`src/hw/rtl/assert_macros.svh`:
```
// Assertion macros used by the top-level RTL file of the rectangle allocator.
`ifndef ASSERT_MACROS_SVH
`define ASSERT_MACROS_SVH
`ifndef ASSERT_OFF
`define ASSERT_ALWAYS(label, clk, rst, cond) \
   label: assert property (@(posedge clk) disable iff (rst) (cond)) \
      else $error("invariant violated");
`define ASSERT_IMPLIES(label, clk, rst, pre, post) \
   label: assert property (@(posedge clk) disable iff (rst) (pre) |-> (post)) \
      else $error("same-cycle implication violated");
`define ASSERT_NEXT(label, clk, rst, pre, post) \
   label: assert property (@(posedge clk) disable iff (rst) (pre) |=> (post)) \
      else $error("next-cycle implication violated");
`else
`define ASSERT_ALWAYS(label, clk, rst, cond)
`define ASSERT_IMPLIES(label, clk, rst, pre, post)
`define ASSERT_NEXT(label, clk, rst, pre, post)
`endif
`endif

```
`src/hw/rtl/grffa_pkg.sv`:
```
// Package with the field widths, codes and defaults of the rectangle allocator.
`timescale 1ns / 1ps
package grffa_pkg;

   localparam int OPCODE_W   = 2;
   localparam int OWNER_W    = 8;
   localparam int RECT_W     = 5;
   localparam int INDEX_W    = 8;
   localparam int CSR_IDX_W  = 1;
   localparam int CSR_DATA_W = 5;

   localparam int GRID_CELLS_DEF = 256;
   localparam int MAX_SIDE_DEF   = 16;
   localparam int ID_BITS_DEF    = 8;

   typedef logic [OPCODE_W-1:0]   opcode_type;
   typedef logic [CSR_IDX_W-1:0]  csr_index_type;
   typedef logic [CSR_DATA_W-1:0] csr_data_type;

   localparam opcode_type OP_CHECK     = 2'd0;
   localparam opcode_type OP_PLACE     = 2'd1;
   localparam opcode_type OP_FIRST_FIT = 2'd2;

   localparam csr_index_type CSR_GRID_WIDTH  = 1'd0;
   localparam csr_index_type CSR_GRID_HEIGHT = 1'd1;

   localparam csr_data_type GRID_WIDTH_RST  = 5'd16;
   localparam csr_data_type GRID_HEIGHT_RST = 5'd16;

endpackage

```
`src/hw/rtl/grffa_req_if.sv`:
```
// Request channel interface of the rectangle allocator.
`timescale 1ns / 1ps
interface grffa_req_if;
   import grffa_pkg::*;

   logic                valid;
   logic                ready;
   opcode_type          opcode;
   logic [OWNER_W-1:0]  owner_id;
   logic [RECT_W-1:0]   rect_width;
   logic [RECT_W-1:0]   rect_height;
   logic [INDEX_W-1:0]  top_left_index;

   modport source (output valid, output opcode, output owner_id, output rect_width,
                   output rect_height, output top_left_index, input ready);
   modport sink (input valid, input opcode, input owner_id, input rect_width,
                 input rect_height, input top_left_index, output ready);

endinterface

```
`src/hw/rtl/grffa_rsp_if.sv`:
```
// Response channel interface of the rectangle allocator.
`timescale 1ns / 1ps
interface grffa_rsp_if;
   import grffa_pkg::*;

   logic               valid;
   logic               ready;
   logic               success;
   logic [INDEX_W-1:0] placed_index;

   modport source (output valid, output success, output placed_index, input ready);
   modport sink (input valid, input success, input placed_index, output ready);

endinterface

```
`src/hw/rtl/grffa_ram.sv`:
```
// Generic simple dual-port RAM with one write port and a registered read port.
`timescale 1ns / 1ps
module grffa_ram
   #(parameter int WIDTH = 8,
     parameter int DEPTH = 256)
   (input  logic                     clock,
    input  logic                     we,
    input  logic [$clog2(DEPTH)-1:0] waddr,
    input  logic [WIDTH-1:0]         wdata,
    input  logic                     re,
    input  logic [$clog2(DEPTH)-1:0] raddr,
    output logic [WIDTH-1:0]         rdata);

   logic [WIDTH-1:0] mem_ff [DEPTH];
   logic [WIDTH-1:0] rdata_ff;

   always_ff @(posedge clock) begin
      if (we) begin
         mem_ff[waddr] <= wdata;
      end
      if (re) begin
         rdata_ff <= mem_ff[raddr];
      end
   end

   assign rdata = rdata_ff;

endmodule

```
`src/hw/rtl/grid_rectangle_first_fit_allocator.sv`:
```
// Top level of the first-fit rectangle allocator over a grid of owner ids.
`timescale 1ns / 1ps
`include "assert_macros.svh"
// The owner grid lives in one RAM with a single read and a single write port, and each
// request that reaches the grid walks it one cell per cycle. After reset the block
// clears every RAM cell and accepts no request meanwhile. A check runs a bit-serial
// index divider, a setup step and one RAM read per covered cell, stopping at the first
// occupied one; a place runs the divider and the setup step and then one write per cell;
// a request whose index lies outside the grid goes straight to the result. First-fit
// tries each candidate index in order, with a setup step and up to one read per covered
// cell, and then writes the rectangle at the first free one. One request is in work at
// a time; the result waits in an output register while the next request is taken.
module grid_rectangle_first_fit_allocator
   #(parameter int GRID_CELLS = grffa_pkg::GRID_CELLS_DEF,
     parameter int MAX_SIDE   = grffa_pkg::MAX_SIDE_DEF,
     parameter int ID_BITS    = grffa_pkg::ID_BITS_DEF)
   (input  logic                          clock,
    input  logic                          reset,
    grffa_req_if.sink                     req_chan,
    grffa_rsp_if.source                   rsp_chan,
    input  logic                          csr_we,
    input  logic [grffa_pkg::CSR_IDX_W-1:0]  csr_index,
    input  logic [grffa_pkg::CSR_DATA_W-1:0] csr_wdata);

   import grffa_pkg::*;

   localparam int AW   = $clog2(GRID_CELLS);
   localparam int SW   = $clog2(MAX_SIDE + 1);
   localparam int EW   = ((SW > RECT_W) ? SW : RECT_W) + 1;
   localparam int LWR  = $clog2(MAX_SIDE * MAX_SIDE + MAX_SIDE + GRID_CELLS + 1);
   localparam int LW   = (LWR > INDEX_W) ? LWR : INDEX_W;
   localparam int DCW  = $clog2(INDEX_W);

   localparam logic [2:0] ST_CLEAR = 3'd0;
   localparam logic [2:0] ST_IDLE  = 3'd1;
   localparam logic [2:0] ST_DIV   = 3'd2;
   localparam logic [2:0] ST_PREP  = 3'd3;
   localparam logic [2:0] ST_FIT   = 3'd4;
   localparam logic [2:0] ST_WRITE = 3'd5;
   localparam logic [2:0] ST_DONE  = 3'd6;

   logic [2:0]          state_ff, state_in;
   csr_data_type        grid_w_ff, grid_w_in;
   csr_data_type        grid_h_ff, grid_h_in;
   logic [AW-1:0]       clr_addr_ff, clr_addr_in;
   opcode_type          op_ff, op_in;
   logic [ID_BITS-1:0]  id_ff, id_in;
   logic [RECT_W-1:0]   rw_ff, rw_in;
   logic [RECT_W-1:0]   rh_ff, rh_in;
   logic [LW-1:0]       idx_ff, idx_in;
   logic [SW-1:0]       sx_ff, sx_in;
   logic [SW-1:0]       sy_ff, sy_in;
   logic [SW-1:0]       div_rem_ff, div_rem_in;
   logic [INDEX_W-1:0]  div_q_ff, div_q_in;
   logic [DCW-1:0]      div_cnt_ff, div_cnt_in;
   logic [SW-1:0]       x_ff, x_in;
   logic [SW-1:0]       y_ff, y_in;
   logic [SW-1:0]       x_end_ff, x_end_in;
   logic [SW-1:0]       y_end_ff, y_end_in;
   logic [LW-1:0]       base_ff, base_in;
   logic [LW-1:0]       addr_ff, addr_in;
   logic                pend_ff, pend_in;
   logic                last_ff, last_in;
   logic                res_ok_ff, res_ok_in;
   logic [INDEX_W-1:0]  res_pos_ff, res_pos_in;
   logic                rsp_valid_ff, rsp_valid_in;
   logic                rsp_ok_ff, rsp_ok_in;
   logic [INDEX_W-1:0]  rsp_pos_ff, rsp_pos_in;

   logic                ram_we;
   logic [AW-1:0]       ram_waddr;
   logic [ID_BITS-1:0]  ram_wdata;
   logic                ram_re;
   logic [ID_BITS-1:0]  ram_rdata;

   logic [SW-1:0]       w_c, h_c;
   logic [2*SW-1:0]     cells_prod;
   logic [LW-1:0]       cells_n;
   logic [LW-1:0]       req_idx_ext;
   logic                req_fire;
   logic [EW-1:0]       x_sum, y_sum;
   logic                rect_inside;
   logic                rect_empty;
   logic                last_cell;
   logic                row_more;
   logic [LW-1:0]       next_idx;
   logic                cand_last;
   logic [SW:0]         div_shift;
   logic                div_ge;
   logic [SW-1:0]       div_rem_next;
   logic [INDEX_W-1:0]  div_q_next;
   logic                addr_in_mem;
   logic                fit_fail, fit_pass;

   function automatic logic [SW-1:0] clamp_side(input csr_data_type v);
      logic [SW-1:0] r;
      if (v == '0) begin
         r = SW'(1);
      end else if (int'(v) > MAX_SIDE) begin
         r = SW'(MAX_SIDE);
      end else begin
         r = SW'(v);
      end
      return r;
   endfunction

   assign w_c         = clamp_side(grid_w_ff);
   assign h_c         = clamp_side(grid_h_ff);
   assign cells_prod  = {{SW{1'b0}}, w_c} * {{SW{1'b0}}, h_c};
   assign cells_n     = LW'(cells_prod);
   assign req_idx_ext = LW'(req_chan.top_left_index);

   assign req_chan.ready = (state_ff == ST_IDLE) && !reset;
   assign req_fire       = req_chan.valid && req_chan.ready;

   assign rsp_chan.valid        = rsp_valid_ff;
   assign rsp_chan.success      = rsp_ok_ff;
   assign rsp_chan.placed_index = rsp_pos_ff;

   assign x_sum       = EW'(sx_ff) + EW'(rw_ff);
   assign y_sum       = EW'(sy_ff) + EW'(rh_ff);
   assign rect_inside = (x_sum <= EW'(w_c)) && (y_sum <= EW'(h_c));
   assign rect_empty  = (rw_ff == '0) || (rh_ff == '0);

   assign row_more    = (x_ff + SW'(1)) != x_end_ff;
   assign last_cell   = !row_more && ((y_ff + SW'(1)) == y_end_ff);
   assign addr_in_mem = addr_ff < LW'(GRID_CELLS);

   assign next_idx  = idx_ff + LW'(1);
   assign cand_last = next_idx >= cells_n;

   assign div_shift    = {div_rem_ff, div_q_ff[INDEX_W-1]};
   assign div_ge       = div_shift >= {1'b0, w_c};
   assign div_rem_next = div_ge ? SW'(div_shift - {1'b0, w_c}) : SW'(div_shift);
   assign div_q_next   = {div_q_ff[INDEX_W-2:0], div_ge};

   always_comb begin
      state_in     = state_ff;
      grid_w_in    = grid_w_ff;
      grid_h_in    = grid_h_ff;
      clr_addr_in  = clr_addr_ff;
      op_in        = op_ff;
      id_in        = id_ff;
      rw_in        = rw_ff;
      rh_in        = rh_ff;
      idx_in       = idx_ff;
      sx_in        = sx_ff;
      sy_in        = sy_ff;
      div_rem_in   = div_rem_ff;
      div_q_in     = div_q_ff;
      div_cnt_in   = div_cnt_ff;
      x_in         = x_ff;
      y_in         = y_ff;
      x_end_in     = x_end_ff;
      y_end_in     = y_end_ff;
      base_in      = base_ff;
      addr_in      = addr_ff;
      pend_in      = 1'b0;
      last_in      = last_ff;
      res_ok_in    = res_ok_ff;
      res_pos_in   = res_pos_ff;
      rsp_valid_in = rsp_valid_ff && !rsp_chan.ready;
      rsp_ok_in    = rsp_ok_ff;
      rsp_pos_in   = rsp_pos_ff;
      ram_we       = 1'b0;
      ram_waddr    = addr_ff[AW-1:0];
      ram_wdata    = id_ff;
      ram_re       = 1'b0;
      fit_fail     = 1'b0;
      fit_pass     = 1'b0;

      if (csr_we) begin
         unique case (csr_index)
            CSR_GRID_WIDTH:  grid_w_in = csr_wdata;
            CSR_GRID_HEIGHT: grid_h_in = csr_wdata;
            default: begin
            end
         endcase
      end

      unique case (state_ff)
         ST_CLEAR: begin
            ram_we      = 1'b1;
            ram_waddr   = clr_addr_ff;
            ram_wdata   = '0;
            clr_addr_in = clr_addr_ff + AW'(1);
            if (clr_addr_ff == AW'(GRID_CELLS - 1)) begin
               state_in = ST_IDLE;
            end
         end
         ST_IDLE: begin
            if (req_fire) begin
               op_in  = req_chan.opcode;
               id_in  = ID_BITS'(req_chan.owner_id);
               rw_in  = req_chan.rect_width;
               rh_in  = req_chan.rect_height;
               idx_in = req_idx_ext;
               priority if (req_chan.opcode == OP_CHECK || req_chan.opcode == OP_PLACE) begin
                  if (req_idx_ext >= cells_n) begin
                     res_ok_in  = 1'b0;
                     res_pos_in = req_chan.top_left_index;
                     state_in   = ST_DONE;
                  end else begin
                     div_rem_in = '0;
                     div_q_in   = req_chan.top_left_index;
                     div_cnt_in = '0;
                     state_in   = ST_DIV;
                  end
               end else if (req_chan.opcode == OP_FIRST_FIT) begin
                  idx_in   = '0;
                  sx_in    = '0;
                  sy_in    = '0;
                  state_in = ST_PREP;
               end else begin
                  res_ok_in  = 1'b0;
                  res_pos_in = '0;
                  state_in   = ST_DONE;
               end
            end
         end
         ST_DIV: begin
            div_rem_in = div_rem_next;
            div_q_in   = div_q_next;
            div_cnt_in = div_cnt_ff + DCW'(1);
            if (div_cnt_ff == DCW'(INDEX_W - 1)) begin
               sx_in    = div_rem_next;
               sy_in    = SW'(div_q_next);
               state_in = ST_PREP;
            end
         end
         ST_PREP: begin
            x_in     = sx_ff;
            y_in     = sy_ff;
            base_in  = idx_ff - LW'(sx_ff);
            addr_in  = idx_ff;
            last_in  = 1'b0;
            x_end_in = (x_sum > EW'(w_c)) ? w_c : SW'(x_sum);
            y_end_in = (y_sum > EW'(h_c)) ? h_c : SW'(y_sum);
            if (op_ff == OP_PLACE) begin
               if (rect_empty) begin
                  res_ok_in  = 1'b1;
                  res_pos_in = INDEX_W'(idx_ff);
                  state_in   = ST_DONE;
               end else begin
                  state_in = ST_WRITE;
               end
            end else if (rect_empty) begin
               fit_pass = 1'b1;
            end else if (!rect_inside) begin
               fit_fail = 1'b1;
            end else begin
               state_in = ST_FIT;
            end
         end
         ST_FIT: begin
            if (pend_ff && ram_rdata != '0) begin
               fit_fail = 1'b1;
            end else if (last_ff) begin
               fit_pass = 1'b1;
            end else if (!addr_in_mem) begin
               fit_fail = 1'b1;
            end else begin
               ram_re  = 1'b1;
               pend_in = 1'b1;
               last_in = last_cell;
               if (row_more) begin
                  x_in    = x_ff + SW'(1);
                  addr_in = addr_ff + LW'(1);
               end else begin
                  x_in    = sx_ff;
                  y_in    = y_ff + SW'(1);
                  base_in = base_ff + LW'(w_c);
                  addr_in = base_ff + LW'(w_c) + LW'(sx_ff);
               end
            end
         end
         ST_WRITE: begin
            ram_we = addr_in_mem;
            if (row_more) begin
               x_in    = x_ff + SW'(1);
               addr_in = addr_ff + LW'(1);
            end else begin
               x_in    = sx_ff;
               y_in    = y_ff + SW'(1);
               base_in = base_ff + LW'(w_c);
               addr_in = base_ff + LW'(w_c) + LW'(sx_ff);
            end
            if (last_cell) begin
               res_ok_in  = 1'b1;
               res_pos_in = INDEX_W'(idx_ff);
               state_in   = ST_DONE;
            end
         end
         ST_DONE: begin
            if (!rsp_valid_ff || rsp_chan.ready) begin
               rsp_valid_in = 1'b1;
               rsp_ok_in    = res_ok_ff;
               rsp_pos_in   = res_pos_ff;
               state_in     = ST_IDLE;
            end
         end
         default: begin
            state_in = ST_IDLE;
         end
      endcase

      if (fit_fail) begin
         if (op_ff == OP_FIRST_FIT) begin
            if (cand_last) begin
               res_ok_in  = 1'b0;
               res_pos_in = '0;
               state_in   = ST_DONE;
            end else begin
               idx_in = next_idx;
               if (sx_ff == w_c - SW'(1)) begin
                  sx_in = '0;
                  sy_in = sy_ff + SW'(1);
               end else begin
                  sx_in = sx_ff + SW'(1);
               end
               state_in = ST_PREP;
            end
         end else begin
            res_ok_in  = 1'b0;
            res_pos_in = INDEX_W'(idx_ff);
            state_in   = ST_DONE;
         end
      end

      if (fit_pass) begin
         if (op_ff == OP_FIRST_FIT && !rect_empty) begin
            x_in     = sx_ff;
            y_in     = sy_ff;
            base_in  = idx_ff - LW'(sx_ff);
            addr_in  = idx_ff;
            last_in  = 1'b0;
            state_in = ST_WRITE;
         end else begin
            res_ok_in  = 1'b1;
            res_pos_in = INDEX_W'(idx_ff);
            state_in   = ST_DONE;
         end
      end
   end

   always_ff @(posedge clock) begin
      if (reset) begin
         state_ff     <= ST_CLEAR;
         grid_w_ff    <= GRID_WIDTH_RST;
         grid_h_ff    <= GRID_HEIGHT_RST;
         clr_addr_ff  <= '0;
         div_cnt_ff   <= '0;
         pend_ff      <= 1'b0;
         last_ff      <= 1'b0;
         rsp_valid_ff <= 1'b0;
      end else begin
         state_ff     <= state_in;
         grid_w_ff    <= grid_w_in;
         grid_h_ff    <= grid_h_in;
         clr_addr_ff  <= clr_addr_in;
         div_cnt_ff   <= div_cnt_in;
         pend_ff      <= pend_in;
         last_ff      <= last_in;
         rsp_valid_ff <= rsp_valid_in;
      end
   end

   always_ff @(posedge clock) begin
      op_ff      <= op_in;
      id_ff      <= id_in;
      rw_ff      <= rw_in;
      rh_ff      <= rh_in;
      idx_ff     <= idx_in;
      sx_ff      <= sx_in;
      sy_ff      <= sy_in;
      div_rem_ff <= div_rem_in;
      div_q_ff   <= div_q_in;
      x_ff       <= x_in;
      y_ff       <= y_in;
      x_end_ff   <= x_end_in;
      y_end_ff   <= y_end_in;
      base_ff    <= base_in;
      addr_ff    <= addr_in;
      res_ok_ff  <= res_ok_in;
      res_pos_ff <= res_pos_in;
      rsp_ok_ff  <= rsp_ok_in;
      rsp_pos_ff <= rsp_pos_in;
   end

   grffa_ram #(
      .WIDTH (ID_BITS),
      .DEPTH (GRID_CELLS)
   ) u_cell_ram (
      .clock (clock),
      .we    (ram_we),
      .waddr (ram_waddr),
      .wdata (ram_wdata),
      .re    (ram_re),
      .raddr (addr_ff[AW-1:0]),
      .rdata (ram_rdata)
   );

   `ASSERT_IMPLIES(a_fit_never_writes, clock, reset, state_ff == ST_FIT, !ram_we)
   `ASSERT_NEXT(a_accept_starts_work, clock, reset, req_fire, state_ff != ST_IDLE)
   `ASSERT_IMPLIES(a_write_in_region, clock, reset, state_ff == ST_WRITE,
                   (x_ff < x_end_ff) && (y_ff < y_end_ff))
   `ASSERT_NEXT(a_done_loads_result, clock, reset,
                (state_ff == ST_DONE) && (!rsp_valid_ff || rsp_chan.ready),
                rsp_valid_ff && (state_ff == ST_IDLE))

endmodule

```
`src/flat_wrapper.sv`:
```
// flat-port wrapper written by rule: the top's interface ports become plain ports
module grid_rectangle_first_fit_allocator_flat import grffa_pkg::*;
#(parameter int GRID_CELLS = grffa_pkg::GRID_CELLS_DEF,
     parameter int MAX_SIDE   = grffa_pkg::MAX_SIDE_DEF,
     parameter int ID_BITS    = grffa_pkg::ID_BITS_DEF)
  (clock, reset, csr_we, csr_index, csr_wdata, req_chan_valid, req_chan_opcode, req_chan_owner_id, req_chan_rect_width, req_chan_rect_height, req_chan_top_left_index, req_chan_ready, rsp_chan_valid, rsp_chan_success, rsp_chan_placed_index, rsp_chan_ready);
  grffa_req_if req_chan_i ();
  grffa_rsp_if rsp_chan_i ();
  input  logic clock;
  input  logic reset;
  input  logic csr_we;
  input  logic [grffa_pkg::CSR_IDX_W-1:0] csr_index;
  input  logic [grffa_pkg::CSR_DATA_W-1:0] csr_wdata;
  input wire logic [$bits(req_chan_i.valid)-1:0] req_chan_valid;
  input wire logic [$bits(req_chan_i.opcode)-1:0] req_chan_opcode;
  input wire logic [$bits(req_chan_i.owner_id)-1:0] req_chan_owner_id;
  input wire logic [$bits(req_chan_i.rect_width)-1:0] req_chan_rect_width;
  input wire logic [$bits(req_chan_i.rect_height)-1:0] req_chan_rect_height;
  input wire logic [$bits(req_chan_i.top_left_index)-1:0] req_chan_top_left_index;
  output wire logic [$bits(req_chan_i.ready)-1:0] req_chan_ready;
  output wire logic [$bits(rsp_chan_i.valid)-1:0] rsp_chan_valid;
  output wire logic [$bits(rsp_chan_i.success)-1:0] rsp_chan_success;
  output wire logic [$bits(rsp_chan_i.placed_index)-1:0] rsp_chan_placed_index;
  input wire logic [$bits(rsp_chan_i.ready)-1:0] rsp_chan_ready;
  assign req_chan_i.valid = req_chan_valid;
  assign req_chan_i.opcode = req_chan_opcode;
  assign req_chan_i.owner_id = req_chan_owner_id;
  assign req_chan_i.rect_width = req_chan_rect_width;
  assign req_chan_i.rect_height = req_chan_rect_height;
  assign req_chan_i.top_left_index = req_chan_top_left_index;
  assign req_chan_ready = req_chan_i.ready;
  assign rsp_chan_valid = rsp_chan_i.valid;
  assign rsp_chan_success = rsp_chan_i.success;
  assign rsp_chan_placed_index = rsp_chan_i.placed_index;
  assign rsp_chan_i.ready = rsp_chan_ready;
  grid_rectangle_first_fit_allocator #(.GRID_CELLS(GRID_CELLS), .MAX_SIDE(MAX_SIDE), .ID_BITS(ID_BITS)) u_core (.clock(clock), .reset(reset), .req_chan(req_chan_i), .rsp_chan(rsp_chan_i), .csr_we(csr_we), .csr_index(csr_index), .csr_wdata(csr_wdata));
endmodule
```
`config.mk`:
```
export PLATFORM = sky130hd
export DESIGN_NAME = grid_rectangle_first_fit_allocator_flat
export DESIGN_NICKNAME = d
export VERILOG_FILES = /design/src/hw/rtl/grffa_pkg.sv /design/src/hw/rtl/grffa_req_if.sv /design/src/hw/rtl/grffa_rsp_if.sv /design/src/hw/rtl/grffa_ram.sv /design/src/hw/rtl/grid_rectangle_first_fit_allocator.sv /design/src/flat_wrapper.sv
export VERILOG_INCLUDE_DIRS = /design/src /design/src/hw/rtl
export SDC_FILE = /design/constraint.sdc
export NUM_CORES = 2
export LEC_CHECK = 0
export BUFFER_PORTS_ARGS = -buffer_cell sky130_fd_sc_hd__buf_2
export CORE_MARGIN = 1.5
export CORE_UTILIZATION = 35
export CTS_CLUSTER_DIAMETER = 50
export CTS_CLUSTER_SIZE = 14
export DETAILED_ROUTE_END_ITERATION = 6
export HOLD_SLACK_MARGIN = 0.12
export PLACE_DENSITY = 0.46
export SLEW_MARGIN = 10
export SYNTH_ARGS = -nofsm -noshare
export SYNTH_HDL_FRONTEND = slang
export SYNTH_HIERARCHICAL = 1
export SYNTH_SLANG_ARGS = --single-unit
```
`constraint.sdc`:
```
create_clock -name clock -period 20.6 [get_ports clock]
set_input_delay 6.18 -clock clock [delete_from_list [all_inputs] [get_ports clock]]
set_output_delay 6.18 -clock clock [all_outputs]
set_load 0.005 [all_outputs]
```
==> impl_metrics.yaml <==
sta:
  period_share_pct: 64.0
  finalHoldViolations: 0
  drv_slew: 0
  setup_viol: 0
  worstMarginPinSlew_ns: 1.23
  fmax_ghz: 0.0758
  slew_headroom_pct: 17.7
  fin_hold_ws_ns: 0.475
  period_needed_ns: 13.19
  skew_ns: 0.0307
  fin_setup_tns_ns: 0
  rsz0062_at_grt: "no"
floorplan:
  io_pins: 50
  die_h_um: 509
  rows: 185
  core_mm2: 0.254
  die_area_mm2: 0.259
  start_util_pct: 35.2
  die_width_um: 509
clock_network:
  post_cts_resized: 0
  cts-root-buf: "clkbuf_16"
  hold_buffers: 0
  clk_latency_ns: 0.88
  cts_sinks: 2194
  cts_inserted_buffers: 235
  path_clk_slew_ns: 0.05
  postCtsSetupRepairBufs: 0
  cts_tree: "yes"
  clock_path_buffers: 3
  htree_levels: 4
setup_path:
  cp-endpoint: "req_chan_ready"
  path_cells: "buf_2 -> nor2_1 -> buf_2"
  r2r_slack_ns: 14.13
  slowest_stage: "buf_2"
  crit_top_cell: "buf_2"
  critPathCaptureType: "primary output"
  critical_path_arrival_ns: 7.01
  crit_fanout: 30
  cp_top_family: "buffers and inverters"
  critPathLaunch: "reset"
  r2r-start: "u_core/grid_w_ff[2]"
  critPathKind: "in -> out"
  critical_path_depth: 3
  critical_path_buf_inv_count: 2
  worstPathRequired_ns: 14.42
  max_stage_delay_ns: 0.54
  rr_worst_depth: 22
  timing.rr.end: "u_core/div_rem_ff[0]"
  cp-start-kind: "input pin"
detailed_routing:
  post-route-drc-count: 9
  wl_mm: 251
  wire_per_inst_um: 29.3
  vias: 46800
  vias_per_cell: 5.46
  ant_nets: 0
  dr.first_iter.drc_count: 4223
  first_pass_iters: 7
min_path:
  hp-class: "reg -> reg"
  min_from: "u_core/grid_h_ff[2]"
placement:
  post-dp-hpwl_mm: 158
  gp_congestion: 0.821
  io_buffers: 49
synthesis:
  synth_top_area_share_pct: 70.6
  yosys_register_bits: 2194
  syn_area_mm2: 0.0897
  synthArstFlopShare_pct: 0
  synth_area_leaders: "edfxtp_1 71%, mux4_2 11%, dfxtp_1 1.9%"
  ys.flop_type: "edfxtp_1"
  netlist_instances: 4894
  seq_area_frac_synth_pct: 72.5
  synth_top_cell_by_area: "edfxtp_1"
  synth_common_cells: "2108 x edfxtp_1, 454 x mux4_2, 381 x nor2_1, 158 x a21oi_1, 157 x a22oi_1"
  ys_types: 99
  synth_most_common_cell: "edfxtp_1"
  synth_edf_count: 2108
  yosys_warnings: 6
  syn_area_per_cell_um2: 18.3
  syn-num-nets: 5030
power:
  ir_drop_mv: 0.0717
  cellPowerDensity_mw_per_mm2: 104
  p_total_uw: 10500
  p_leak_uw: 0.0313
grt:
  grt_overflow: 0
  grt_first_pass_wirelength_mm: 359
  antenna_found_initial: 6
  grt_pass1_vias: 47800
  grtUsageTotal_pct: 19.3
  grt_max_degree: 170
run_status:
  status: "finished, violations left"
  violations: "design-rule violations"
flow_run:
  cap_violations: 0
layout:
  areaGrowthSynthToFinish_pct: 13.2
  nets: 5152
  drive_gt1_share_pct: 20.8
  fill_cells: 22800
[cells in the final DEF, fill, tap and decap left out, types with 18 or more instances in the layout]
cell type  Yosys  final
bufinv_16      0     23
o21ai_0       74     74
a221oi_1      18     18
xnor2_1       38     38
nand3_1       84     84
mux2i_1      145    145
clkbuf_1     151     22
dfxtp_1       86     80
nor2b_1       63     52
a22oi_1      157    157
buf_2         36     49
clkinv_1       3     23
xor2_1        25     25
nor3_1        41     40
a211oi_1      28     28
ha_1          82     82
nand2b_1      25     25
o22ai_1       37     37
nor4_1        28     24
buf_4         27    110
a21oi_1      158    158
nand4_1       20     20
o211ai_1      22     22
clkbuf_16      0    239
clkinv_4       0     29
edfxtp_1    2108   2108
inv_6          0     30
inv_1         62     62
mux4_2       454    454
o221ai_1      48     48
clkinv_2       0     22
nor2_1       381    378
a21o_1        25     25
nand2_1      153    153
[routing by layer]
metal | GRT usage [%] | part of all wire [%] | wire [um]
met5 | 0 | 0 | 0
met4 | 4.99 | 2.3 | 5680
met3 | 2.82 | 4.8 | 12100
met2 | 32.3 | 50 | 125000
met1 | 26.2 | 43 | 109000
[report_power, final]
group | switching [uW] | internal [uW]
registers | 48.7 | 4840
logic | 770 | 567
clock network | 1870 | 2450
[worst min-delay path by stage]
| stage | endpoint | cells after the start |
|---|---|---|
| 2_1_floorplan | u_core/rsp_chan.placed_index[0] | 0 |
| 3_3_place_gp | u_core/base_ff[4] | 2 |
| 3_5_place_dp | u_core/grid_h_ff[0] | 2 |
| 4_1_cts | u_core/base_ff[4] | 2 |
| 5_1_grt | u_core/div_cnt_ff[2] | 2 |
| 6_report | u_core/grid_h_ff[2] | 2 |
[flip-flops by register name (all words and copies together), names as in the netlist, 10 cells and up]
| register | cells |
|---|---|
| u_core/addr_ff | 10 |
| u_core/base_ff | 10 |
| u_core/idx_ff | 10 |
| u_core/u_cell_ram/mem_ff | 2048 |
[worst register-to-register path, delay by kind of cell (launching register included)]
family / cells / cell delay [ns]
adder cells (fa/ha/maj): 6 / 2.18
AND/OR/NAND/NOR: 7 / 1.89
AO/OA/AOI/OAI: 5 / 0.92
flip-flops: 1 / 0.38
XOR/XNOR: 1 / 0.38
buffers and inverters: 3 / 0.37
[cell type report]
| cell class | instances | area [um^2] | area share [%] |
|---|---|---|---|
| Tap cell | 3366 | 4210 | 4.15 |
| Timing Repair Buffer | 165 | 1190 | 1.17 |
| Inverter | 66 | 248 | 0.244 |
| Clock inverter | 164 | 1870 | 1.85 |
| Clock buffer | 261 | 6060 | 5.97 |
| Sequential cell | 2194 | 65000 | 64.1 |
| Antenna cell | 5 | 12.5 | 0.0123 |
| Multi-Input combinational cell | 2354 | 22900 | 22.6 |
[kinds of logic (layout without fill, tap and decap cells)]
group           Yosys count  after routing  share of synthesized area (%)
other cells               0              5                              0
flops                  2194           2194                           72.5
xor+xnor                 64             64                          0.640
buf+inv                 346            656                           2.10
compound gates          690            690                           5.34
mux                     617            617                           13.3
fa+ha+maj                99             99                           1.50
simple gates            884            884                           4.63
[stage by stage]
step | area [um^2] | setup WS (ns) | instances | utilization [%]
after floorplan | 89700 | 7.61 | 4894 | -
after global placement | 93600 | 7.37 | 8145 | 36.8
after detailed placement | 93600 | 7.38 | 8145 | 36.8
after CTS | 102000 | 7.38 | 8570 | 39.9
after global routing | 102000 | 7.33 | 8571 | 39.9
final | 102000 | 7.41 | 8575 | 39.9
No activity file was read; power rests on OpenSTA's default activity.
